**src/hw/rtl/cbs_pkg.sv**
```systemverilog
`default_nettype none

package cbs_pkg;

   // Datapath widths
   localparam int COUNT_WIDTH = 16;
   localparam int FRAC_BITS   = 16;
   localparam int POS_WIDTH   = 16;
   localparam int SUM_WIDTH   = 32;
   localparam int SYM_WIDTH   = 8;
   localparam int LEN_WIDTH   = 16;
   localparam int CSR_WIDTH   = 16;
   localparam int CSR_INDEX_WIDTH = 2;

   // Divider sizing: mag <= total, so the quotient needs FRAC_BITS + 1 bits
   localparam int TOTAL_WIDTH = COUNT_WIDTH + 1;
   localparam int REM_WIDTH   = COUNT_WIDTH + 2;
   localparam int QUOT_WIDTH  = FRAC_BITS + 1;
   localparam int STEP_WIDTH  = $clog2(FRAC_BITS + 1);

   // Sum arithmetic runs two bits wider so saturation can be detected
   localparam int ACC_WIDTH = SUM_WIDTH + 2;

   // Count saturation limit
   localparam logic [COUNT_WIDTH-1:0] COUNT_MAX = {COUNT_WIDTH{1'b1}};

   // Running sum limits
   localparam logic [SUM_WIDTH-1:0] SUM_MAX = {1'b0, {(SUM_WIDTH-1){1'b1}}};
   localparam logic [SUM_WIDTH-1:0] SUM_MIN = {1'b1, {(SUM_WIDTH-1){1'b0}}};

   // Symbol codes
   localparam logic [SYM_WIDTH-1:0] SYM_G = 8'd71;
   localparam logic [SYM_WIDTH-1:0] SYM_C = 8'd67;
   localparam logic [SYM_WIDTH-1:0] SYM_A = 8'd65;
   localparam logic [SYM_WIDTH-1:0] SYM_T = 8'd84;

   // Register reset values
   localparam logic [SYM_WIDTH-1:0] FIRST_SYMBOL_RESET  = SYM_G;
   localparam logic [SYM_WIDTH-1:0] SECOND_SYMBOL_RESET = SYM_C;
   localparam logic [LEN_WIDTH-1:0] CHUNK_LEN_RESET     = 16'd1000;

   // Register indexes
   typedef enum logic [CSR_INDEX_WIDTH-1:0] {
      CSR_FIRST_SYMBOL  = 2'd0,
      CSR_SECOND_SYMBOL = 2'd1,
      CSR_CHUNK_LEN     = 2'd2
   } cbs_csr_index_type;

endpackage

`default_nettype wire

```
**src/hw/rtl/cumulative_base_skew.sv**
```systemverilog
// Timing: a request that does not close a chunk is absorbed without a stall and gives no result.
// A request that closes a chunk (chunk_len reached or last) gives its result after the states
// START, DIVIDE and EMIT, with the bit-serial divider producing one quotient bit a cycle.
// Throughput: 1 request per cycle within a chunk; req_stall holds until a closing result loads.
// Reset (synchronous, active high): counts, position and sum cleared, registers to G, C, 1000.
`default_nettype none

module cumulative_base_skew (
   input  wire logic                             clock,
   input  wire logic                             reset,
   // request channel
   input  wire logic                             req_valid,
   output logic                                  req_stall,
   input  wire logic [cbs_pkg::SYM_WIDTH-1:0]    req_symbol,
   input  wire logic                             req_last,
   // result channel
   output logic                                  rsp_valid,
   input  wire logic                             rsp_stall,
   output logic signed [cbs_pkg::SUM_WIDTH-1:0]  rsp_cumulative_skew,
   output logic                                  rsp_is_final,
   // configuration
   input  wire logic                             csr_write,
   input  wire logic [cbs_pkg::CSR_INDEX_WIDTH-1:0] csr_index,
   input  wire logic [cbs_pkg::CSR_WIDTH-1:0]    csr_data
);

   typedef enum logic [3:0] {
      ST_IDLE   = 4'b0001,
      ST_START  = 4'b0010,
      ST_DIVIDE = 4'b0100,
      ST_EMIT   = 4'b1000
   } cbs_state_type;

   cbs_state_type                       state_ff, state_in;

   logic [cbs_pkg::SYM_WIDTH-1:0]       first_symbol_ff, first_symbol_in;
   logic [cbs_pkg::SYM_WIDTH-1:0]       second_symbol_ff, second_symbol_in;
   logic [cbs_pkg::LEN_WIDTH-1:0]       chunk_len_ff, chunk_len_in;

   logic [cbs_pkg::COUNT_WIDTH-1:0]     first_count_ff, first_count_in;
   logic [cbs_pkg::COUNT_WIDTH-1:0]     second_count_ff, second_count_in;
   logic [cbs_pkg::POS_WIDTH-1:0]       position_ff, position_in;
   logic [cbs_pkg::SUM_WIDTH-1:0]       running_sum_ff, running_sum_in;

   logic                                last_ff, last_in;
   logic                                neg_ff, neg_in;
   logic                                nonzero_ff, nonzero_in;

   logic                                rsp_valid_ff, rsp_valid_in;
   logic [cbs_pkg::SUM_WIDTH-1:0]       rsp_skew_ff, rsp_skew_in;
   logic                                rsp_final_ff, rsp_final_in;

   logic                                accept;
   logic [cbs_pkg::LEN_WIDTH-1:0]       len_eff;
   logic [cbs_pkg::POS_WIDTH:0]         pos_next;
   logic                                close_chunk;
   logic [cbs_pkg::COUNT_WIDTH-1:0]     first_next, second_next;

   logic                                div_start;
   logic [cbs_pkg::COUNT_WIDTH-1:0]     div_mag;
   logic [cbs_pkg::TOTAL_WIDTH-1:0]     div_total;
   logic                                div_done;
   logic [cbs_pkg::QUOT_WIDTH-1:0]      div_quotient;

   logic [cbs_pkg::ACC_WIDTH-1:0]       acc_sum, acc_q, acc_res;
   logic [cbs_pkg::SUM_WIDTH-1:0]       sum_sat, sum_new;
   logic                                load_rsp;

   assign accept    = req_valid && !req_stall;
   assign req_stall = (state_ff != ST_IDLE);

   // Chunk bookkeeping for the incoming base
   always_comb begin
      len_eff = (chunk_len_ff == '0) ? cbs_pkg::LEN_WIDTH'(1) : chunk_len_ff;
      pos_next = {1'b0, position_ff} + 1'b1;
      close_chunk = (pos_next >= {1'b0, len_eff}) || req_last;
      first_next  = first_count_ff;
      second_next = second_count_ff;
      if (req_symbol == first_symbol_ff) begin
         if (first_count_ff != cbs_pkg::COUNT_MAX) first_next = first_count_ff + 1'b1;
      end else if (req_symbol == second_symbol_ff) begin
         if (second_count_ff != cbs_pkg::COUNT_MAX) second_next = second_count_ff + 1'b1;
      end
   end

   // Divider operands from the closed chunk's counts
   always_comb begin
      div_total = {1'b0, first_count_ff} + {1'b0, second_count_ff};
      div_mag = (first_count_ff >= second_count_ff) ? (first_count_ff - second_count_ff)
                                                    : (second_count_ff - first_count_ff);
   end

   assign div_start = (state_ff == ST_START);

   cbs_divider u_divider (
      .clock    (clock),
      .reset    (reset),
      .start    (div_start),
      .mag      (div_mag),
      .total    (div_total),
      .done     (div_done),
      .quotient (div_quotient)
   );

   // Signed accumulate with saturation
   always_comb begin
      acc_sum = {{2{running_sum_ff[cbs_pkg::SUM_WIDTH-1]}}, running_sum_ff};
      acc_q   = {{(cbs_pkg::ACC_WIDTH-cbs_pkg::QUOT_WIDTH){1'b0}}, div_quotient};
      acc_res = neg_ff ? (acc_sum - acc_q) : (acc_sum + acc_q);
      if (!acc_res[cbs_pkg::ACC_WIDTH-1]
          && (acc_res[cbs_pkg::ACC_WIDTH-2:cbs_pkg::SUM_WIDTH-1] != 2'b00))
         sum_sat = cbs_pkg::SUM_MAX;
      else if (acc_res[cbs_pkg::ACC_WIDTH-1]
               && (acc_res[cbs_pkg::ACC_WIDTH-2:cbs_pkg::SUM_WIDTH-1] != 2'b11))
         sum_sat = cbs_pkg::SUM_MIN;
      else
         sum_sat = acc_res[cbs_pkg::SUM_WIDTH-1:0];
      sum_new = nonzero_ff ? sum_sat : running_sum_ff;
   end

   assign load_rsp = (state_ff == ST_EMIT) && (!rsp_valid_ff || !rsp_stall);

   // Configuration writes
   always_comb begin
      first_symbol_in  = first_symbol_ff;
      second_symbol_in = second_symbol_ff;
      chunk_len_in     = chunk_len_ff;
      if (csr_write) begin
         unique case (csr_index)
            cbs_pkg::CSR_FIRST_SYMBOL:  first_symbol_in  = csr_data[cbs_pkg::SYM_WIDTH-1:0];
            cbs_pkg::CSR_SECOND_SYMBOL: second_symbol_in = csr_data[cbs_pkg::SYM_WIDTH-1:0];
            cbs_pkg::CSR_CHUNK_LEN:     chunk_len_in     = csr_data[cbs_pkg::LEN_WIDTH-1:0];
            default: ;
         endcase
      end
   end

   // Sequencer
   always_comb begin
      state_in        = state_ff;
      first_count_in  = first_count_ff;
      second_count_in = second_count_ff;
      position_in     = position_ff;
      running_sum_in  = running_sum_ff;
      last_in         = last_ff;
      neg_in          = neg_ff;
      nonzero_in      = nonzero_ff;
      unique case (state_ff)
         ST_IDLE: begin
            if (accept) begin
               first_count_in  = first_next;
               second_count_in = second_next;
               if (close_chunk) begin
                  last_in  = req_last;
                  state_in = ST_START;
               end else begin
                  position_in = pos_next[cbs_pkg::POS_WIDTH-1:0];
               end
            end
         end
         ST_START: begin
            neg_in          = (second_count_ff > first_count_ff);
            nonzero_in      = (div_total != '0);
            first_count_in  = '0;
            second_count_in = '0;
            position_in     = '0;
            state_in        = ST_DIVIDE;
         end
         ST_DIVIDE: begin
            if (div_done) state_in = ST_EMIT;
         end
         ST_EMIT: begin
            if (load_rsp) begin
               running_sum_in = last_ff ? '0 : sum_new;
               state_in       = ST_IDLE;
            end
         end
         default: state_in = ST_IDLE;
      endcase
   end

   // Result register
   always_comb begin
      rsp_skew_in  = rsp_skew_ff;
      rsp_final_in = rsp_final_ff;
      if (load_rsp) begin
         rsp_valid_in = 1'b1;
         rsp_skew_in  = sum_new;
         rsp_final_in = last_ff;
      end else begin
         rsp_valid_in = rsp_valid_ff && rsp_stall;
      end
   end

   always_ff @(posedge clock) begin
      if (reset) begin
         state_ff         <= ST_IDLE;
         first_symbol_ff  <= cbs_pkg::FIRST_SYMBOL_RESET;
         second_symbol_ff <= cbs_pkg::SECOND_SYMBOL_RESET;
         chunk_len_ff     <= cbs_pkg::CHUNK_LEN_RESET;
         first_count_ff   <= '0;
         second_count_ff  <= '0;
         position_ff      <= '0;
         running_sum_ff   <= '0;
         rsp_valid_ff     <= 1'b0;
      end else begin
         state_ff         <= state_in;
         first_symbol_ff  <= first_symbol_in;
         second_symbol_ff <= second_symbol_in;
         chunk_len_ff     <= chunk_len_in;
         first_count_ff   <= first_count_in;
         second_count_ff  <= second_count_in;
         position_ff      <= position_in;
         running_sum_ff   <= running_sum_in;
         rsp_valid_ff     <= rsp_valid_in;
      end
      last_ff      <= last_in;
      neg_ff       <= neg_in;
      nonzero_ff   <= nonzero_in;
      rsp_skew_ff  <= rsp_skew_in;
      rsp_final_ff <= rsp_final_in;
   end

   assign rsp_valid           = rsp_valid_ff;
   assign rsp_cumulative_skew = rsp_skew_ff;
   assign rsp_is_final        = rsp_final_ff;

endmodule

`default_nettype wire

```
**src/hw/rtl/cbs_divider.sv**
```systemverilog
`default_nettype none

// Restoring divider, one quotient bit per cycle: floor(mag * 2^FRAC_BITS / total).
// Requires mag <= total and total != 0.
module cbs_divider (
   input  wire logic                           clock,
   input  wire logic                           reset,
   input  wire logic                           start,
   input  wire logic [cbs_pkg::COUNT_WIDTH-1:0] mag,
   input  wire logic [cbs_pkg::TOTAL_WIDTH-1:0] total,
   output logic                                done,
   output logic [cbs_pkg::QUOT_WIDTH-1:0]      quotient
);

   logic                              busy_ff, busy_in;
   logic                              done_ff, done_in;
   logic [cbs_pkg::STEP_WIDTH-1:0]    step_ff, step_in;
   logic [cbs_pkg::REM_WIDTH-1:0]     rem_ff, rem_in;
   logic [cbs_pkg::TOTAL_WIDTH-1:0]   total_ff, total_in;
   logic [cbs_pkg::QUOT_WIDTH-1:0]    quot_ff, quot_in;

   logic [cbs_pkg::REM_WIDTH-1:0]     trial;
   logic [cbs_pkg::REM_WIDTH-1:0]     divisor;
   logic                              fits;
   logic                              last_step;

   // Shared compare/subtract step; first step tests mag itself (integer bit)
   always_comb begin
      trial = (step_ff == '0) ? rem_ff : {rem_ff[cbs_pkg::REM_WIDTH-2:0], 1'b0};
      divisor = {1'b0, total_ff};
      fits = (trial >= divisor);
      last_step = (step_ff == cbs_pkg::STEP_WIDTH'(cbs_pkg::FRAC_BITS));
   end

   // Sequencer
   always_comb begin
      busy_in  = busy_ff;
      done_in  = 1'b0;
      step_in  = step_ff;
      rem_in   = rem_ff;
      total_in = total_ff;
      quot_in  = quot_ff;
      if (start) begin
         busy_in  = 1'b1;
         step_in  = '0;
         rem_in   = {2'b00, mag};
         total_in = total;
         quot_in  = '0;
      end else if (busy_ff) begin
         rem_in  = fits ? (trial - divisor) : trial;
         quot_in = {quot_ff[cbs_pkg::QUOT_WIDTH-2:0], fits};
         step_in = step_ff + 1'b1;
         if (last_step) begin
            busy_in = 1'b0;
            done_in = 1'b1;
         end
      end
   end

   always_ff @(posedge clock) begin
      if (reset) begin
         busy_ff <= 1'b0;
         done_ff <= 1'b0;
         step_ff <= '0;
      end else begin
         busy_ff <= busy_in;
         done_ff <= done_in;
         step_ff <= step_in;
      end
      rem_ff   <= rem_in;
      total_ff <= total_in;
      quot_ff  <= quot_in;
   end

   assign done     = done_ff;
   assign quotient = quot_ff;

endmodule

`default_nettype wire
```
**config.mk**
```make
export PLATFORM = sky130hd
export DESIGN_NAME = cumulative_base_skew
export DESIGN_NICKNAME = d
export VERILOG_FILES = /design/src/hw/rtl/cbs_pkg.sv /design/src/hw/rtl/cumulative_base_skew.sv /design/src/hw/rtl/cbs_divider.sv
export SDC_FILE = /design/constraint.sdc
export NUM_CORES = 1
export LEC_CHECK = 0
export BUFFER_PORTS_ARGS = -buffer_cell sky130_fd_sc_hd__buf_4
export CORE_UTILIZATION = 35
export CTS_CLUSTER_SIZE = 28
export DETAILED_ROUTE_END_ITERATION = 7
export SLEW_MARGIN = 10
export SYNTH_ARGS = -nofsm -noshare
export SYNTH_HDL_FRONTEND = slang
export SYNTH_SLANG_ARGS = --single-unit
```
**constraint.sdc**
```tcl
create_clock -name clock -period 4.5 [get_ports clock]
set_input_delay 0.9 -clock clock [delete_from_list [all_inputs] [get_ports clock]]
set_output_delay 0.9 -clock clock [all_outputs]
set_load 0.03 [all_outputs]
```
==> impl_results.rst <==
.. list-table::
   :header-rows: 1

   * - Metric
     - Value
   * - Run status
     - complete, no violations
   * - Remaining global-route overflow
     - 0
   * - Startpoint of the most critical register-to-register path
     - u_divider.quotient[0]
   * - Clock insertion delay at the later pin of the skew report
     - ~0.54 ns
   * - Average wire length per cell after detail routing
     - around 15 µm
   * - Post-DRT Antenna Nets
     - 0
   * - Weighted congestion reported at the end of routability-driven placement
     - just over 0.9
   * - Setup repair after global routing missed its margin
     - true
   * - Number of rows in the core area
     - 75
   * - Clock edge transition at the registers on the reported setup and hold paths
     - approximately 0.060 ns
   * - Hold/Removal Path Class
     - reg -> reg
   * - Total nets after synthesis
     - 1,905
   * - Combined global-route utilization of all metal layers
     - 15.8%
   * - Post-synth design cell area
     - between 0.01 and 0.015 mm²
   * - Unique masters post-synth
     - 92
   * - Max Freq
     - ~230 MHz
   * - Worst Path Class, Setup
     - reg -> reg
   * - Initial antenna violation count
     - 0
   * - Number of instances in the placed design
     - 2,315
   * - Max Cap Violations
     - 0
   * - Fin Hold WS
     - ~0.47 ns
   * - Final Critical Period
     - between 4 and 5 ns
   * - Number of synthesized flops with an enable pin
     - between 60 and 70
   * - Wire length after detailed routing
     - roughly 35,000 µm
   * - TritonCTS Buffers
     - 24
   * - WP data arrival
     - roughly 4.7 ns
   * - DR iter-0 viols
     - about 760
   * - Post-synthesis cell type with the largest combined area
     - sky130_fd_sc_hd__dfxtp_1
   * - Number of levels the H-tree was split into
     - 1
   * - Share of final-layout standard cells stronger than drive strength 1
     - between 10% and 20%
   * - DR vias
     - approximately 12,000
   * - Number of DRC violations after detailed routing
     - 0
   * - Final period utilization
     - a little over nine tenths
   * - Sw Ratio
     - a little under a third
   * - Diodes inserted
     - 0
   * - Area share of the leading cell type in the synthesized netlist
     - between 10% and 20%
   * - Power share of the clock group
     - 31.7%
   * - Final non-filler cell total
     - 2,368
   * - Number of max-slew violations in the final report
     - 0
   * - Drt via density
     - approximately 5.2
   * - Maximum number of pins on one net before global-route repair
     - 60
   * - Final nets
     - just under 2,000
   * - Core area
     - between 0.04 and 0.05 mm²
   * - Worst vdd ir
     - about 0.29 mV
   * - Final setup fails
     - 0
   * - Number of top-level pins
     - 67
   * - Most numerous cell types in the synthesized netlist
     - sky130_fd_sc_hd__nor2_1, sky130_fd_sc_hd__dfxtp_1, sky130_fd_sc_hd__inv_1
   * - First-pass GRT wire length
     - 57,300 µm
   * - Type of element launching the critical path
     - flop
   * - Warnings, synthesis
     - 0
   * - Cells after Synth
     - 1,746
   * - P&R area growth vs syn
     - 14.8%
   * - Combinational fraction of design power
     - between 30% and 40%
   * - Most instantiated flip-flop cell in the synthesis netlist
     - sky130_fd_sc_hd__dfxtp_1
   * - Endpoint kind of the worst setup timing path
     - flop
   * - Final setup skew
     - roughly 0.013 ns
   * - Final core utilization
     - about two fifths
   * - Post-DP HPWL
     - 26,500 µm
   * - Via count of the first global-routing pass
     - about 11,000
   * - Root cell of the clock tree
     - sky130_fd_sc_hd__clkbuf_16
   * - Fraction of the yosys area taken by sequential cells
     - between 30% and 40%
   * - Standby leakage power
     - 0.00731 µW
   * - Longest Clk Path Bufs
     - 3
   * - Clock tree from TritonCTS
     - done
   * - Synth Register Bits
     - about 210
   * - Power Internal
     - 4080 µW
   * - PD cells
     - around 350 mW/mm²
   * - Synthesized area per cell
     - between 8 and 9 µm²
   * - Count of buffers from port buffering
     - 66
   * - Hold path startpoint
     - chunk_len_ff[0]
   * - Actual transition at the worst max-transition pin
     - 1.02 ns
   * - Required time of the critical path
     - ~4.8 ns
   * - Starting utilization of the core area
     - roughly 36%
   * - Number of detailed-routing iterations run before antenna repair
     - 5
   * - Max Fanout on Critical Path
     - 6
   * - Sequential power share
     - 36.0%
   * - Most frequently used cell type in the post-synthesis netlist
     - sky130_fd_sc_hd__nor2_1
   * - Die boundary width
     - about 210 µm
   * - Die footprint
     - approximately 0.043 mm²
   * - Worst setup startpoint
     - u_divider.quotient[0]
   * - Number of sinks on the clock net
     - 212
   * - Final hold vios
     - 0
   * - Post-placement worst setup slack
     - 0.00293 ns
   * - Post-layout worst setup margin
     - 0.104 ns
   * - Headroom to the max-slew limit
     - 31.6%
   * - Power spent charging and discharging nets
     - about 1900 µW
   * - Cell types occupying the most area after synthesis
     - sky130_fd_sc_hd__dfxtp_1, sky130_fd_sc_hd__edfxtp_1, sky130_fd_sc_hd__ha_1
   * - Height of the die
     - 208 µm
   * - Proportion of synthesized flip-flops having asynchronous set or reset
     - 0%
power groups by stage:
stage | sequential [µW] | clock (µW) | combinational (µW)
floorplan | 2170 | 0 | 1270
CTS | 2130 | 1920 | 1720
detailed placement | 2180 | 0 | 1710
global placement | 2170 | 0 | 1680
finish | 2140 | 1880 | 1920
global route | 2140 | 2000 | 2100
flip-flops by register name, summed over array words and instances (netlist names), 4 cells and up:
name	flops
first_symbol_ff	8
u_divider.quotient	17
running_sum_ff	32
position_ff	16
state_ff	4
first_count_ff	16
u_divider.rem_ff	18
chunk_len_ff	16
second_symbol_ff	8
u_divider.total_ff	17
rsp_cumulative_skew	32
u_divider.step_ff	5
second_count_ff	16
routing by layer:
layer	global-route usage [%]	part of all wire (%)	vias to the layer above
met2	26.1	46	214
li1	-	-	6214
met1	21.9	48	5763
met5	0	0	-
met4	3.78	2.1	0
met3	1.96	3.7	43
worst paths after layout:
| path | cells past startpoint | slack [ns] | endpoint |
|---|---|---|---|
| setup / recovery | 22 | 0.10 | rsp_cumulative_skew[27] |
| hold / removal | 2 | 0.47 | chunk_len_ff[0] |
| setup reg to reg | 22 | 0.10 | rsp_cumulative_skew[27] |
| hold reg to reg | 2 | 0.47 | chunk_len_ff[0] |
cells by family after synthesis:
group	synth area share, %
xor+xnor	8.93
compound gates	17.5
simple gates	16.8
flops	33.1
buf+inv	6.10
fa+ha+maj	11.1
mux	6.46
repair_timing:
item	CTS	global route
buffers inserted	0	11
hold buffers	0	0
gates resized for setup	1	62
setup endpoints to repair	1	88
pin swaps	0	21
critical path, stage by stage, from the launching register on:
cell                        delay (ns)
sky130_fd_sc_hd__dfxtp_1          0.31
sky130_fd_sc_hd__inv_1            0.11
sky130_fd_sc_hd__ha_4             0.14
sky130_fd_sc_hd__nor2b_4          0.14
sky130_fd_sc_hd__nand2_2          0.08
sky130_fd_sc_hd__nor4_4           0.26
sky130_fd_sc_hd__nand2_2          0.13
sky130_fd_sc_hd__buf_6            0.14
sky130_fd_sc_hd__buf_6            0.11
sky130_fd_sc_hd__nor2_4           0.07
sky130_fd_sc_hd__nor2_2           0.05
sky130_fd_sc_hd__xnor2_1          0.13
sky130_fd_sc_hd__ha_1             0.34
sky130_fd_sc_hd__nand3_2          0.10
sky130_fd_sc_hd__or3_4            0.42
sky130_fd_sc_hd__or2_4            0.27
sky130_fd_sc_hd__a21oi_2          0.12
sky130_fd_sc_hd__o2111ai_2        0.16
sky130_fd_sc_hd__o21ai_2          0.26
sky130_fd_sc_hd__xnor2_4          0.12
sky130_fd_sc_hd__or2_4            0.29
sky130_fd_sc_hd__a21o_1           0.18
sky130_fd_sc_hd__mux2_4           0.25
metrics by stage:
| stage | area (µm²) | setup TNS, ns | power, µW |
|---|---|---|---|
| floorplan | 14900 | -0.0213 | 3430 |
| global placement | 16100 | 0 | 3850 |
| detailed placement | 16100 | 0 | 3880 |
| CTS | 16800 | 0 | 5780 |
| global route | 17100 | -0.205 | 6250 |
| finish | 17100 | 0 | 5940 |
placed cells by master, fill, tap and decap left out, types with 34 or more instances in the layout:
cell type,synthesis,final
sky130_fd_sc_hd__nor2_1,197,186
sky130_fd_sc_hd__inv_1,142,140
sky130_fd_sc_hd__dfxtp_1,143,139
sky130_fd_sc_hd__nand2_1,135,133
sky130_fd_sc_hd__a21oi_1,134,129
sky130_fd_sc_hd__ha_1,122,121
sky130_fd_sc_hd__buf_4,3,114
sky130_fd_sc_hd__xnor2_1,99,98
sky130_fd_sc_hd__o21ai_0,77,73
sky130_fd_sc_hd__edfxtp_1,69,69
sky130_fd_sc_hd__mux2i_1,53,53
sky130_fd_sc_hd__xor2_1,51,51
sky130_fd_sc_hd__a21o_1,41,41
sky130_fd_sc_hd__mux2_2,36,36
sky130_fd_sc_hd__o21ai_1,31,34
cell type report:
class / instances / area, µm²
Sequential cell: 212 / 4940
Multi-Input combinational cell: 1312 / 9280
Clock inverter: 7 / 61.3
Clock buffer: 35 / 677
Inverter: 142 / 533
Timing Repair Buffer: 121 / 938
Fill cell: 4142 / 24800
Tap cell: 539 / 674
Power figures use the tool's default switching activity.
